File: src/rtl/ufd_pkg.sv
// Shared types and constants of the ultrasonic frame decoder.
package ufd_pkg;

    localparam int OUT_CHANS = 8;

    localparam logic [7:0] SOF_A = 8'h55;
    localparam logic [7:0] SOF_B = 8'h54;
    localparam logic [7:0] EOF_A = 8'hFF;
    localparam logic [7:0] EOF_B = 8'h00;

    // Parser state codes; code 7 is never entered and behaves like hunting.
    localparam logic [2:0] ST_HUNT    = 3'd0;
    localparam logic [2:0] ST_SOF_B   = 3'd1;
    localparam logic [2:0] ST_SENSOR  = 3'd2;
    localparam logic [2:0] ST_PAYLOAD = 3'd3;
    localparam logic [2:0] ST_EOF_A   = 3'd4;
    localparam logic [2:0] ST_EOF_B   = 3'd5;
    localparam logic [2:0] ST_CHECK   = 3'd6;

    typedef logic [7:0] t_byte;

    // One received byte waiting in the input register.
    typedef struct packed {
        logic  valid;
        t_byte data;
    } t_byte_word;

endpackage

File: src/rtl/ufd_in_stage.sv
// Input register that holds one received byte for the parser.
module ufd_in_stage (
    input  logic                i_clk,
    input  logic                i_rst_n,
    input  logic                i_in_valid,
    output logic                o_in_ready,
    input  ufd_pkg::t_byte      i_rx_byte,
    input  logic                i_take,
    output ufd_pkg::t_byte_word o_word
);

    logic           r_valid;
    ufd_pkg::t_byte r_data;
    logic           n_valid;

    // The register can be refilled in the same cycle the parser takes it.
    assign o_in_ready = !r_valid || i_take;
    assign n_valid    = (i_in_valid && o_in_ready) || (r_valid && !i_take);

    always_ff @(posedge i_clk) begin
        if (!i_rst_n) begin
            r_valid <= 1'b0;
        end else begin
            r_valid <= n_valid;
        end
    end

    always_ff @(posedge i_clk) begin
        if (i_in_valid && o_in_ready) begin
            r_data <= i_rx_byte;
        end
    end

    assign o_word.valid = r_valid;
    assign o_word.data  = r_data;

endmodule

File: src/rtl/ufd_parser.sv
// Frame parser with checksum, channel hold registers and the result register.
module ufd_parser #(
    parameter int CHANNELS = 8
) (
    input  logic                i_clk,
    input  logic                i_rst_n,
    input  ufd_pkg::t_byte_word i_word,
    output logic                o_take,
    output logic                o_out_valid,
    input  logic                i_out_ready,
    output logic                o_frame_ok,
    output ufd_pkg::t_byte      o_chan [ufd_pkg::OUT_CHANS]
);

    localparam int IDX_W = (CHANNELS > 1) ? $clog2(CHANNELS) : 1;
    localparam logic [IDX_W-1:0] LAST_IDX = IDX_W'(CHANNELS - 1);

    logic [2:0]       r_state, n_state;
    logic [IDX_W-1:0] r_count, n_count;
    ufd_pkg::t_byte   r_xor, n_xor;
    ufd_pkg::t_byte   r_store [CHANNELS];
    ufd_pkg::t_byte   n_store [CHANNELS];
    ufd_pkg::t_byte   r_held  [CHANNELS];
    ufd_pkg::t_byte   n_held  [CHANNELS];
    logic             r_out_valid, n_out_valid;
    logic             r_out_ok, n_out_ok;
    ufd_pkg::t_byte   r_out_chan [ufd_pkg::OUT_CHANS];
    ufd_pkg::t_byte   w_held_out [ufd_pkg::OUT_CHANS];
    ufd_pkg::t_byte   b;
    logic             ok;

    assign o_take = i_word.valid && (!r_out_valid || i_out_ready);
    assign b      = i_word.data;
    assign ok     = (b == r_xor);

    always_comb begin
        n_state     = r_state;
        n_count     = r_count;
        n_xor       = r_xor;
        n_store     = r_store;
        n_held      = r_held;
        n_out_valid = r_out_valid && !i_out_ready;
        n_out_ok    = r_out_ok;
        if (o_take) begin
            case (r_state)
                ufd_pkg::ST_SOF_B: begin
                    n_state = (b == ufd_pkg::SOF_B) ? ufd_pkg::ST_SENSOR : ufd_pkg::ST_HUNT;
                end
                ufd_pkg::ST_SENSOR: begin
                    n_xor   = b;
                    n_count = '0;
                    n_state = ufd_pkg::ST_PAYLOAD;
                end
                ufd_pkg::ST_PAYLOAD: begin
                    for (int j = 0; j < CHANNELS; j++) begin
                        if (r_count == IDX_W'(j)) begin
                            n_store[j] = b;
                        end
                    end
                    n_xor = r_xor ^ b;
                    if (r_count == LAST_IDX) begin
                        n_count = '0;
                        n_state = ufd_pkg::ST_EOF_A;
                    end else begin
                        n_count = r_count + 1'b1;
                    end
                end
                ufd_pkg::ST_EOF_A: begin
                    n_state = (b == ufd_pkg::EOF_A) ? ufd_pkg::ST_EOF_B : ufd_pkg::ST_HUNT;
                end
                ufd_pkg::ST_EOF_B: begin
                    n_state = (b == ufd_pkg::EOF_B) ? ufd_pkg::ST_CHECK : ufd_pkg::ST_HUNT;
                end
                ufd_pkg::ST_CHECK: begin
                    if (ok) begin
                        n_held = r_store;
                    end
                    n_out_valid = 1'b1;
                    n_out_ok    = ok;
                    n_state     = ufd_pkg::ST_HUNT;
                end
                default: begin
                    if (b == ufd_pkg::SOF_A) begin
                        for (int j = 0; j < CHANNELS; j++) begin
                            n_store[j] = '0;
                        end
                        n_count = '0;
                        n_xor   = '0;
                        n_state = ufd_pkg::ST_SOF_B;
                    end else begin
                        n_state = ufd_pkg::ST_HUNT;
                    end
                end
            endcase
        end
    end

    // Map the held channels onto the fixed eight output fields.
    for (genvar j = 0; j < ufd_pkg::OUT_CHANS; j++) begin : g_out_map
        if (j < CHANNELS) begin : g_used
            assign w_held_out[j] = n_held[j];
        end else begin : g_unused
            assign w_held_out[j] = '0;
        end
    end

    always_ff @(posedge i_clk) begin
        if (!i_rst_n) begin
            r_state     <= ufd_pkg::ST_HUNT;
            r_count     <= '0;
            r_xor       <= '0;
            r_out_valid <= 1'b0;
            for (int j = 0; j < CHANNELS; j++) begin
                r_store[j] <= '0;
                r_held[j]  <= '0;
            end
        end else begin
            r_state     <= n_state;
            r_count     <= n_count;
            r_xor       <= n_xor;
            r_out_valid <= n_out_valid;
            r_store     <= n_store;
            r_held      <= n_held;
        end
    end

    always_ff @(posedge i_clk) begin
        r_out_ok <= n_out_ok;
        if (o_take && (r_state == ufd_pkg::ST_CHECK)) begin
            r_out_chan <= w_held_out;
        end
    end

    assign o_out_valid = r_out_valid;
    assign o_frame_ok  = r_out_ok;
    assign o_chan      = r_out_chan;

endmodule

File: src/rtl/ultrasonic_frame_decoder_top.sv
// Top level of the ultrasonic frame decoder: input register, parser, result register.
//
//   channel  direction  handshake                fields
//   in       to block   i_in_valid / o_in_ready  i_rx_byte
//   out      from block o_out_valid / i_out_ready o_frame_ok, o_chan0 .. o_chan7
//
// Each accepted byte is registered in the input register and then parsed; a result
// word for a checksum byte is registered in the result register when the parser takes it.
// One byte per cycle is sustained while the result side keeps taking words; the
// single result register sets that figure, since the parser stalls while it is full.
// Reset (i_rst_n low at a clock edge) returns the parser to hunting for 0x55 and
// clears the checksum, the frame buffer and the held channel distances.
// A stalled result word holds its value; input bytes keep flowing into the input
// register until it and the parser are both blocked by the waiting result.
module ultrasonic_frame_decoder_top #(
    parameter int CHANNELS = 8
) (
    input  logic       i_clk,
    input  logic       i_rst_n,
    input  logic       i_in_valid,
    output logic       o_in_ready,
    input  logic [7:0] i_rx_byte,
    output logic       o_out_valid,
    input  logic       i_out_ready,
    output logic       o_frame_ok,
    output logic [7:0] o_chan0,
    output logic [7:0] o_chan1,
    output logic [7:0] o_chan2,
    output logic [7:0] o_chan3,
    output logic [7:0] o_chan4,
    output logic [7:0] o_chan5,
    output logic [7:0] o_chan6,
    output logic [7:0] o_chan7
);

    // The byte waiting in the input register and the parser's take strobe.
    ufd_pkg::t_byte_word w_word;
    logic               w_take;
    ufd_pkg::t_byte     w_chan [ufd_pkg::OUT_CHANS];

    ufd_in_stage u_in_stage (
        .i_clk      (i_clk),
        .i_rst_n    (i_rst_n),
        .i_in_valid (i_in_valid),
        .o_in_ready (o_in_ready),
        .i_rx_byte  (i_rx_byte),
        .i_take     (w_take),
        .o_word     (w_word)
    );

    // The parser holds the frame state, the running checksum and the last good
    // channel distances, and loads the result register on every checksum byte.
    ufd_parser #(
        .CHANNELS (CHANNELS)
    ) u_parser (
        .i_clk       (i_clk),
        .i_rst_n     (i_rst_n),
        .i_word      (w_word),
        .o_take      (w_take),
        .o_out_valid (o_out_valid),
        .i_out_ready (i_out_ready),
        .o_frame_ok  (o_frame_ok),
        .o_chan      (w_chan)
    );

    assign o_chan0 = w_chan[0];
    assign o_chan1 = w_chan[1];
    assign o_chan2 = w_chan[2];
    assign o_chan3 = w_chan[3];
    assign o_chan4 = w_chan[4];
    assign o_chan5 = w_chan[5];
    assign o_chan6 = w_chan[6];
    assign o_chan7 = w_chan[7];

endmodule

File: config.mk
export PLATFORM = sky130hd
export DESIGN_NAME = ultrasonic_frame_decoder_top
export DESIGN_NICKNAME = d
export VERILOG_FILES = /design/src/rtl/ufd_pkg.sv /design/src/rtl/ufd_in_stage.sv /design/src/rtl/ufd_parser.sv /design/src/rtl/ultrasonic_frame_decoder_top.sv
export SDC_FILE = /design/constraint.sdc
export NUM_CORES = 1
export LEC_CHECK = 0
export BUFFER_PORTS_ARGS = -buffer_cell sky130_fd_sc_hd__buf_2
export CAP_MARGIN = 20
export CORE_MARGIN = 8
export CORE_UTILIZATION = 64
export DETAILED_ROUTE_END_ITERATION = 6
export PLACE_DENSITY_LB_ADDON = 0.15
export SYNTH_ARGS = -nofsm -noshare
export SYNTH_HDL_FRONTEND = slang
export SYNTH_SLANG_ARGS = --single-unit
export TNS_END_PERCENT = 30
File: constraint.sdc
create_clock -name i_clk -period 4.3 [get_ports i_clk]
set_input_delay 0.645 -clock i_clk [delete_from_list [all_inputs] [get_ports i_clk]]
set_output_delay 0.645 -clock i_clk [all_outputs]
set_load 0.05 [all_outputs]
==> key figures <==
Cells and area
  – Layout cells sized above 1: 0.1722
  – Final Cell Area: 9998 sq um
  – Layout area overhead: 12.82%
  – Nets: approximately 810
  – Filler cells: 962
  – Antenna diodes: 0

STA
  – Smallest setup slack after layout: 1.500 ns
  – Min Tclk post-route: 2.800 ns
  – Final hold viol count: 0
  – Unrepaired setup endpoints after global routing: false
  – Final setup violation count: 0
  – Max Freq: 357.2 MHz
  – Relative slew slack: 0.4289
  – Worst-Margin Slew: 0.8567 ns
  – Slew Limit Fails: 0
  – Clock skew: 0.01158 ns
  – TNS Setup: 0 ns
  – Final worst path period share: 0.6511

Synthesis
  – Compound-Gate Fraction of Synth Area: 0.03219
  – Syn avg cell area: between 10 and 15 sq um
  – Xor/xnor share of the synthesized area: 0.007906
  – Cell count after synthesis: between 700 and 800
  – Seq/Total Area, Yosys: 0.5726
  – Async set-reset flop share out of synthesis: 0
  – Ys Warns: 0
  – Synth Area in Adders: 0.008471
  – Post-synth cell types: 43
  – Yosys reg bits: 217
  – Main combinational cell family by area after synthesis: multiplexers
  – Primary FF master, synth: dfxtp_1
  – Post-synthesis cell area: 8862 sq um
  – Mux contribution to synthesized area: 0.2293
  – Number of enable flip-flop cells after synthesis: 73
  – Syn nets: 744
  – Synth Area in Simple Gates: 0.1158

Floorplanning
  – Core Area: 13720 sq um
  – # IOs: 79
  – Row cnt: 43
  – Die Area: around 18000 sq um
  – Initial Util: 0.6460
  – Chip height: 133.7 um
  – Die Wd: 133.7 um

Power and ir drop
  – Leak pwr: 3.247 nW
  – VDD IR max: 0.4324 mV
  – Final Power: approximately 4 mW
  – Pwr/cell area: a little over 400 nW/um^2

Route
  – Via/cell ratio: between 5 and 6
  – Total Routed Length: 17980 um
  – Post-DRT Antenna Nets: 0
  – DRT iter0 DRCs: 465
  – Wire per inst: 18.21 um
  – Router iterations before antenna repair: 5
  – Vias: 5631
  – DRC: 0

Min path
  – Worst hold path class: input pin to flop

CTS
  – H-tree depth: 1
  – Resize count post-CTS: 0
  – Clock tree root driver cell: clkbuf_16
  – Hold-fix buffers, CTS: 0
  – CTS buffer count: 22
  – Clock slew at reported path FFs: about 0.060 ns
  – Clk_lat worst skew: 0.50 ns
  – Post-CTS setup buffer count: 0
  – CTS max path bufs: 3
  – Clk sinks: between 200 and 250
  – CTS tree: done

GRT
  – Tot GR Track Use: 0.2014
  – Pin count of the biggest net entering global routing: 86
  – First-pass GRT wire length: 29570 um
  – Antenna violations before repair: 0
  – Grt ovf: 0
  – Via count of the first global-routing pass: around 5800

Setup path
  – CP Launch Type: flop
  – Crit. End Element: flop
  – Crit path DAT: between 3 and 4 ns
  – Max Fanout on Critical Path: 52
  – CP Class: flop to flop
  – Worst EP required: 4.53 ns

Flow run
  – Max-Cap Viols: 0

Run status
  – Status: completed

Placement
  – Post-DP Area: roughly 9000 sq um
  – Worst slack, placed: 1.409 ns
  – Port Buffers: 78
  – Post-DP HPWL: about 11000 um
  – Gpl congestion: 0.8484
[flip-flops by register name, summed over array words and instances (netlist names)]
| name | count |
|---|---|
| u_parser.o_out_valid | 1 |
| u_parser.o_chan | 64 |
| u_parser.r_count | 3 |
| u_parser.r_store | 64 |
| u_in_stage.r_data | 8 |
| u_parser.r_state | 3 |
| u_parser.r_xor | 8 |
| u_parser.r_held | 64 |
| u_parser.o_frame_ok | 1 |
| u_in_stage.r_valid | 1 |
[worst max-delay path: stages, from the launching register on]
cell and delay, ns:
dfxtp_1 0.68, or4b_4 0.57, nor3_4 0.18, buf_4 0.66, mux2_1 0.40
[worst paths after layout]
path	startpoint	end	slack, ns	cells past startpoint
hold / removal	i_rx_byte[5]	u_in_stage.r_data[5]	0.32	1
setup reg to reg	u_in_stage.r_valid	u_parser.o_chan[7]	1.50	4
setup / recovery	u_in_stage.r_valid	u_parser.o_chan[7]	1.50	4
hold reg to reg	u_parser.r_held[36]	u_parser.r_held[36]	0.46	2
[cell usage after synthesis, types with 2 or more instances]
cell type,n,area share
nand4_1,12,0.0085
a21boi_0,2,0.0017
mux2_2,8,0.010
xnor2_1,8,0.0079
nand2_1,157,0.066
a21oi_4,8,0.015
nand3_1,22,0.012
buf_2,2,0.0011
buf_6,7,0.0089
and3_1,2,0.0014
nor2b_1,3,0.0021
clkbuf_1,24,0.010
nor2_1,5,0.0021
edfxtp_1,73,0.25
buf_8,6,0.010
o21ai_0,9,0.0051
mux2_1,56,0.071
nor3b_1,2,0.0017
dfxtp_1,144,0.33
o211ai_1,3,0.0025
inv_1,5,0.0021
ha_1,6,0.0085
and4_1,3,0.0030
a21oi_1,5,0.0028
nand2b_1,3,0.0021
mux2i_1,131,0.15
and2_1,4,0.0028
[layout make-up]
class                      instances  area [sq um]  share of cell area
timing repair buffer              82         447.9             0.04480
tap                              180         225.2             0.02253
clock inverter                     6         80.08            0.008009
inverter                           5         18.77            0.001877
multi-input combinational        463          3495              0.3495
sequential                       217          5075              0.5076
clock buffer                      34         656.9             0.06570
[through the flow]
step,util,cells,hold slack [ns]
finish,0.7288,987,0.3199
global route,0.7288,987,0.3030
CTS,0.7288,987,0.3008
detailed placement,0.6751,947,0.4454
global placement,0.6751,947,0.4374
floorplan,-,726,0.4306
[placed cells by master, fill, tap and decap left out, drive strengths merged, types with 5 or more instances in the layout]
cell | Yosys | layout
xnor2 | 8 | 8
edfxtp | 73 | 73
inv | 5 | 5
o21ai | 9 | 9
nor2 | 5 | 5
mux2 | 64 | 64
dfxtp | 144 | 144
mux2i | 131 | 131
nand3 | 23 | 23
clkbuf | 24 | 34
buf | 17 | 82
a21oi | 13 | 13
nand4 | 12 | 12
nand2 | 157 | 157
ha | 6 | 6
[logic make-up after synthesis]
kind of cell    after synthesis
flops                       217
xor+xnor                      8
mux                         195
simple gates                223
compound gates               31
fa+ha+maj                     6
buf+inv                      46
[power by group]
group          leakage (nW)  switching (mW)  internal [mW]
logic                  1.19          0.0364         0.0148
clock network         0.364           0.747           1.17
registers              1.69          0.0186           2.11
[per-layer routing]
layer | vias up | wire length, um | GRT usage
met5 | - | 0 | 0
met4 | 0 | 493 | 0.06987
met2 | 139 | 8894 | 0.3418
met3 | 40 | 782 | 0.03426
li1 | 2699 | - | -
met1 | 2753 | 7807 | 0.2542
Note: power is estimated with default switching activity, not from simulation.
